$ cat src/design/iga_pkg.sv
package iga_pkg;

  localparam int TW        = 48;
  localparam int AXW       = 16;
  localparam int XYZW      = 3 * AXW;
  localparam int PRODW     = AXW + TW + 1;
  localparam int NUMW      = PRODW + 1;
  localparam int MAGW      = 64;
  localparam int DIV_STEPS = 16;
  localparam int DCW       = 4;

  localparam logic SENSOR_ACCEL = 1'b0;
  localparam logic SENSOR_GYRO  = 1'b1;

  typedef enum logic [3:0] {
    ST_IDLE,
    ST_RD,
    ST_CLS,
    ST_DIFF,
    ST_MUL,
    ST_SUM,
    ST_DIV,
    ST_EMIT,
    ST_FLUSH
  } iga_state_t;

  typedef struct packed {
    logic acc_load;
    logic gyro_take;
    logic q_push;
    logic ovf_set;
    logic scan_init;
    logic rd_issue;
    logic scan_adv;
    logic ent_take;
    logic keep_wr;
    logic scan_done;
    logic diff;
    logic mul;
    logic sum;
    logic div_step;
    logic emit;
    logic flush;
  } iga_cmd_t;

  typedef struct packed {
    logic en;
    logic is_gyro;
    logic count_nz;
    logic bracket;
    logic newer;
    logic q_full;
    logic drain_go;
    logic scan_more;
    logic ent_emit;
    logic ent_keep;
    logic div_last;
    logic emit_ok;
  } iga_status_t;

  typedef struct packed {
    logic [TW-1:0]  time_v;
    logic [AXW-1:0] ax;
    logic [AXW-1:0] ay;
    logic [AXW-1:0] az;
    logic [AXW-1:0] gx;
    logic [AXW-1:0] gy;
    logic [AXW-1:0] gz;
    logic           lost;
  } iga_res_t;

endpackage

$ cat src/design/iga_ctrl.sv
module iga_ctrl (
  input  logic                 clk,
  input  logic                 rst_n,
  input  logic                 in_valid,
  input  logic                 in_sensor,
  input  iga_pkg::iga_status_t st,
  output logic                 in_ready,
  output iga_pkg::iga_cmd_t    cmd
);

  iga_pkg::iga_state_t state_r, state_nxt;
  logic drain_r, drain_nxt;
  logic take;

  assign take = in_valid && (state_r == iga_pkg::ST_IDLE) && st.en;

  always_ff @(posedge clk) begin
    if (!rst_n) begin
      state_r <= iga_pkg::ST_IDLE;
      drain_r <= 1'b0;
    end else begin
      state_r <= state_nxt;
      drain_r <= drain_nxt;
    end
  end

  // next state
  always_comb begin
    state_nxt = state_r;
    drain_nxt = drain_r;
    case (state_r)
      iga_pkg::ST_IDLE: begin
        if (take) begin
          if (in_sensor == iga_pkg::SENSOR_ACCEL) begin
            drain_nxt = 1'b1;
            if (st.drain_go) state_nxt = iga_pkg::ST_RD;
          end else begin
            drain_nxt = 1'b0;
            if (st.bracket) state_nxt = iga_pkg::ST_DIFF;
          end
        end
      end
      iga_pkg::ST_RD:    state_nxt = st.scan_more ? iga_pkg::ST_CLS : iga_pkg::ST_FLUSH;
      iga_pkg::ST_CLS:   state_nxt = st.ent_emit ? iga_pkg::ST_DIFF : iga_pkg::ST_RD;
      iga_pkg::ST_DIFF:  state_nxt = iga_pkg::ST_MUL;
      iga_pkg::ST_MUL:   state_nxt = iga_pkg::ST_SUM;
      iga_pkg::ST_SUM:   state_nxt = iga_pkg::ST_DIV;
      iga_pkg::ST_DIV:   if (st.div_last) state_nxt = iga_pkg::ST_EMIT;
      iga_pkg::ST_EMIT: begin
        if (st.emit_ok) state_nxt = drain_r ? iga_pkg::ST_RD : iga_pkg::ST_FLUSH;
      end
      iga_pkg::ST_FLUSH: if (st.emit_ok) state_nxt = iga_pkg::ST_IDLE;
      default:           state_nxt = iga_pkg::ST_IDLE;
    endcase
  end

  // outputs
  always_comb begin
    cmd      = '0;
    in_ready = (state_r == iga_pkg::ST_IDLE);
    case (state_r)
      iga_pkg::ST_IDLE: begin
        if (take) begin
          if (in_sensor == iga_pkg::SENSOR_ACCEL) begin
            cmd.acc_load  = 1'b1;
            cmd.scan_init = 1'b1;
          end else if (st.count_nz) begin
            if (st.bracket) begin
              cmd.gyro_take = 1'b1;
            end else if (st.newer) begin
              cmd.ovf_set = st.q_full;
              cmd.q_push  = !st.q_full;
            end
          end
        end
      end
      iga_pkg::ST_RD: begin
        cmd.rd_issue  = st.scan_more;
        cmd.scan_done = !st.scan_more;
      end
      iga_pkg::ST_CLS: begin
        cmd.scan_adv = 1'b1;
        cmd.ent_take = st.ent_emit;
        cmd.keep_wr  = st.ent_keep;
      end
      iga_pkg::ST_DIFF:  cmd.diff     = 1'b1;
      iga_pkg::ST_MUL:   cmd.mul      = 1'b1;
      iga_pkg::ST_SUM:   cmd.sum      = 1'b1;
      iga_pkg::ST_DIV:   cmd.div_step = 1'b1;
      iga_pkg::ST_EMIT:  cmd.emit     = st.emit_ok;
      iga_pkg::ST_FLUSH: cmd.flush    = st.emit_ok;
      default: ;
    endcase
  end

endmodule

$ cat config.mk
export PLATFORM = sky130hd
export DESIGN_NAME = iga_ctrl
export DESIGN_NICKNAME = d
export VERILOG_FILES = /design/src/design/iga_pkg.sv /design/src/design/iga_ctrl.sv
export SDC_FILE = /design/constraint.sdc
export NUM_CORES = 1
export LEC_CHECK = 0
export ABC_CLOCK_PERIOD_IN_PS = 2150
export BUFFER_PORTS_ARGS = -buffer_cell sky130_fd_sc_hd__buf_2
export CORE_AREA = 2 2 39 41
export DETAILED_ROUTE_END_ITERATION = 10
export DIE_AREA = 0 0 41 43
export HOLD_SLACK_MARGIN = 0.15
export PLACE_DENSITY = 0.82
export SETUP_SLACK_MARGIN = 0.4
export SLEW_MARGIN = 20
export SYNTH_ARGS = -nofsm -noshare
export SYNTH_HDL_FRONTEND = slang
export SYNTH_SLANG_ARGS = --single-unit
$ cat constraint.sdc
create_clock -name clk -period 2.15 [get_ports clk]
set_input_delay 0.1075 -clock clk [delete_from_list [all_inputs] [get_ports clk]]
set_output_delay 0.1075 -clock clk [all_outputs]
set_load 0.02 [all_outputs]
Word level (Yosys, flattened, before mapping). Index checks and enable logic that the tools add are counted.

Register bits after elaboration: 5. Input bits: 16.

Equal/unequal tests: 14. Multiplexer cells: 28. Reductions and logical operators: 7.

Operators by type and width (count): 4-bit two-way mux (9); 4-bit case mux with 9 select lines (1); 4-bit by 3-bit == test with 1-bit output (second input constant) (4); 1-bit two-way mux (10); 5-bit two-way mux (2); 3-bit two-way mux (3); 4-bit by 2-bit == test with 1-bit output (second input constant) (2); 2-bit two-way mux (3); 2-bit inequality test (second input constant) (3); 3-bit inequality test (second input constant) (2); 6-bit AND reduction (1); 4-bit by 1-bit == test with 1-bit output (second input constant) (1); 4-bit == test (second input constant) (1); 4-bit logical NOT (1); 1-bit logical AND (2); 1-bit logical NOT (2); 2-bit by 1-bit inequality test with 1-bit output (second input constant) (1); 2-bit AND reduction (1).

Depth between registers and ports, before layout.
Depth after elaboration: 7. Depth in mapped cells: 5. Mapped depth without buffers: 5.

Least setup slack after synthesis. Ideal clock, no wire load.

Kind: register to output. Start point: reg state_r[0]. End point: out cmd[10] in the netlist's numbering. Arrival time: 1.582 ns. Required time: 2.043 ns. Path slack: 0.461 ns. Cell stages (with the launch flop): 4. Buffers on the path: 1. Cell sequence: dfxtp_1 > clkbuf_1 > nand2_1 > nor4b_1.

RTL lines: start: declaration (line iga_ctrl.sv:11) `iga_pkg::iga_state_t state_r, state_nxt;`; start signal: assignment (line iga_ctrl.sv:19) `state_r <= iga_pkg::ST_IDLE;`; start signal: assignment (line iga_ctrl.sv:22) `state_r <= state_nxt;`; end: declaration (line iga_ctrl.sv:8) `output iga_pkg::iga_cmd_t cmd`.

==> implementation parameters <==
Parameter                              Value

Outcome
  Outcome ... completed

Clock tree
  CTS HTree Levels ... 1
  Number of buffers on the longest clock path ... 2
  Clock slew seen by the registers of the worst setup and hold paths ... 0.05 ns
  Skew-Pair Late Insertion Delay ... about 0.25 ns
  Cell chosen for the clock root ... sky130_fd_sc_hd__clkbuf_4
  TritonCTS clock tree ... built
  Total CTS buffers ... 3
  Number of sinks handled by clock tree synthesis ... 5
  Post-CTS Hold Buffers ... 0

Cells and area
  Most frequent cells in the layout ... sky130_fd_sc_hd__buf_2 (26), sky130_fd_sc_hd__nand2_1 (8), sky130_fd_sc_hd__nor2_1 (6), sky130_fd_sc_hd__nor3_1 (6), sky130_fd_sc_hd__buf_4 (6)
  Fillers ... 135
  Net total in the final layout ... 124
  Leading cell type in the layout, fill and taps excluded ... sky130_fd_sc_hd__buf_2
  Area occupied by multi-input gates ... 385 um^2
  Area added between synthesis and finish ... 58.1%
  Final antenna diode count ... 0
  Share of final-layout standard cells stronger than drive strength 1 ... about 47%
  Post-route core utilization ... a little under three fifths
  Area of all sequential standard cells ... 109 um^2

Worst setup path
  Launching instance or port of the critical path ... state_r[3]
  Data required time of the critical path ... roughly 2 ns
  Signal arrival time at the worst endpoint ... 1.68 ns
  Maximum fanout along the worst path ... 3
  R2r setup slk ... around 0.57 ns
  Logic depth of the worst register-to-register path ... 4
  CP cell instances ... or4_4, inv_4, nand3_4, nor2_4, and4bb_1, buf_6
  Critical R2R Launch ... state_r[0]
  Launching element type of the critical path ... flip-flop
  Slowest cell on crit path ... sky130_fd_sc_hd__or4_4
  Endpoint of the most critical register-to-register path ... state_r[3]
  Critical path's largest stage delay ... approximately 0.55 ns
  Worst Setup Path Type ... flip-flop to output pin
  Critical Path End ... cmd[13]
  Kind of end point of the critical path ... output pin

Timing
  Slew at the pin closest to its max-slew limit ... a little under 0.4 ns
  Worst hold slack across all endpoints ... ~0.16 ns
  Relative slew slack ... 73.8%
  Final hold viol count ... 0
  Total negative slack ... 0 ns
  Final Max Slew Viols ... 0
  Setup Viol. Count Final ... 0
  Period utilization ... 83.1%
  Final Critical Period ... about 1.8 ns
  Maximum clock frequency ... roughly 560 MHz
  Worst Skew ... between 0.007 and 0.008 ns
  RSZ-0062 raised after global routing ... yes

Die
  Row count ... 14
  Die area ... roughly 1800 um^2
  Overall die height ... roughly 43 um
  Starting density of the core ... roughly 36%
  I/O pin count ... 33
  Width of the chip ... between 40 and 50 um
  Area of the core ... 1380 um^2

Route
  Final routed DRC violation total ... 0
  Antenna Violating Nets Remaining ... 0
  TritonRoute pass-1 iters ... 4
  Routed Wire Length ... 1450 um
  Starting DRT DRC Count ... 13
  Routed length per placed instance ... 11.8 um
  Overall via count from detail_route ... between 600 and 700
  Via-to-Cell Ratio ... between 5 and 6

Logic synthesis
  Count of different cell masters after synthesis ... 36
  Net Count, Synth ... 87
  Flops & latches, synth ... 5
  Synthesized instance count ... between 70 and 80
  Sequential cell area fraction in the yosys report ... between 20% and 30%
  Synthesis warning total ... 0
  Netlist Area Pre-Place ... 499 um^2
  Post-Synthesis Mean Instance Area ... between 7 and 8 um^2

Placement
  Port-buffer cells ... 31
  HPWL Detailed ... about 1000 um
  Routability congestion estimate ... between 0.8 and 0.9

Pwr
  Pwr dens ... 796 nW/um^2
  Leakage power total ... around 0.38 nW
  Worst VDD drop ... a little under 0.4 mV
  Final total power ... around 0.00063 W

Global route
  Tot GR Track Use ... 18.0%
  Total grt overflow ... 0
  Wire length of the first global-routing pass ... roughly 2200 um
  Initial antenna violation count ... 0
  Vias in the first global route ... 577
  Largest net degree at the start of global routing ... 16

Job
  Max-cap check violation count ... 0

Min path
  Worst hold path class ... input port to flip-flop
## power breakdown
part | total (W) | internal, W | leakage (nW) | switching, W
registers | 0.000148 | 0.000113 | 0.0427 | 0.0000345
clock network | 0.000111 | 0.0000703 | 0.0150 | 0.0000403
logic | 0.000370 | 0.000157 | 0.320 | 0.000213
total | 0.000628 | 0.000341 | 0.378 | 0.000288
## metal layers
| metal | track usage (%) | vias to the layer above | wire length (um) |
|---|---|---|---|
| met5 | 0 | - | 0 |
| met4 | 11.3 | 0 | 17 |
| met3 | 2.09 | 2 | 98 |
| met2 | 31.6 | 30 | 796 |
| met1 | 18.5 | 308 | 536 |
| li1 | - | 328 | - |
## synth_stat cells (all sizes together)
cell	instances	area, um^2
dfxtp	5	100
o21ai	1	5.00
and4bb	1	12.5
o31ai	1	7.51
nand3	3	20.0
mux2i	1	10.0
a31oi	2	12.5
nor4b	2	17.5
nor2b	3	18.8
buf	2	12.5
o21a	1	7.51
o2111ai	1	8.76
and2	2	12.5
nor2	7	28.8
and3	3	18.8
or4	1	11.3
inv	4	15.0
or3	1	6.26
clkbuf	3	11.3
a21oi	2	10.0
and4b	1	10.0
nor3	7	40.0
o32ai	1	8.76
a211o	1	8.76
nand2b	2	12.5
o2bb2ai	1	8.76
nand3b	1	7.51
mux2	1	11.3
nor4	1	6.26
o41ai	1	8.76
nand2	8	30.0
## metrics by stage
stage	setup WS, ns	std cells	instance area (um^2)
after detailed placement	0.428	115	666
after floorplan	0.461	71	499
after global routing	0.291	123	790
after CTS	0.341	121	737
after global placement	0.453	115	666
final	0.363	123	790
## how the worst min path moves through the flow
stage / startpoint / to / slack, ns / depth (start not counted)
finish: rst_n / state_r[0] / 0.16 / 3
global route: rst_n / drain_r / 0.18 / 2
CTS: rst_n / state_r[0] / 0.16 / 3
detailed placement: rst_n / drain_r / 0.41 / 2
global placement: rst_n / state_r[0] / 0.40 / 3
floorplan: rst_n / drain_r / 0.24 / 1
## critical path: cells and delay by family (launching register included)
| family | cells | cell delay, ns |
|---|---|---|
| flops | 1 | 0.33 |
| simple gates | 4 | 0.92 |
| buf+inv | 2 | 0.20 |
## state kept, by name (all words and copies together) (netlist names)
name and flops:
state_r 4, drain_r 1
## cell type report
cell class | count | area share (%)
tap | 16 | 2.54
timing repair buffer | 37 | 29.3
inverter | 4 | 2.22
clock buffer | 4 | 3.33
multi-input combinational | 57 | 48.8
sequential | 5 | 13.8
## kinds of logic (layout without fill, tap and decap cells)
family | count (synthesis) | count (layout) | synth area share [%]
DFF | 5 | 5 | 20.1
buffers and inverters | 9 | 45 | 7.77
muxes | 2 | 2 | 4.26
AOI/OAI and AO/OA | 12 | 12 | 17.3
and+or+nand+nor | 43 | 43 | 50.6
## repair_timing
| action | in CTS | in global routing |
|---|---|---|
| endpoints found under the setup margin | 5 | 7 |
| hold endpoints to repair | 0 | 0 |
| pin swaps | 5 | 3 |
| setup buffers | 2 | 2 |
| resized for setup | 11 | 9 |
| gates cloned | 0 | 0 |
Note: power is estimated with default switching activity, not from simulation.
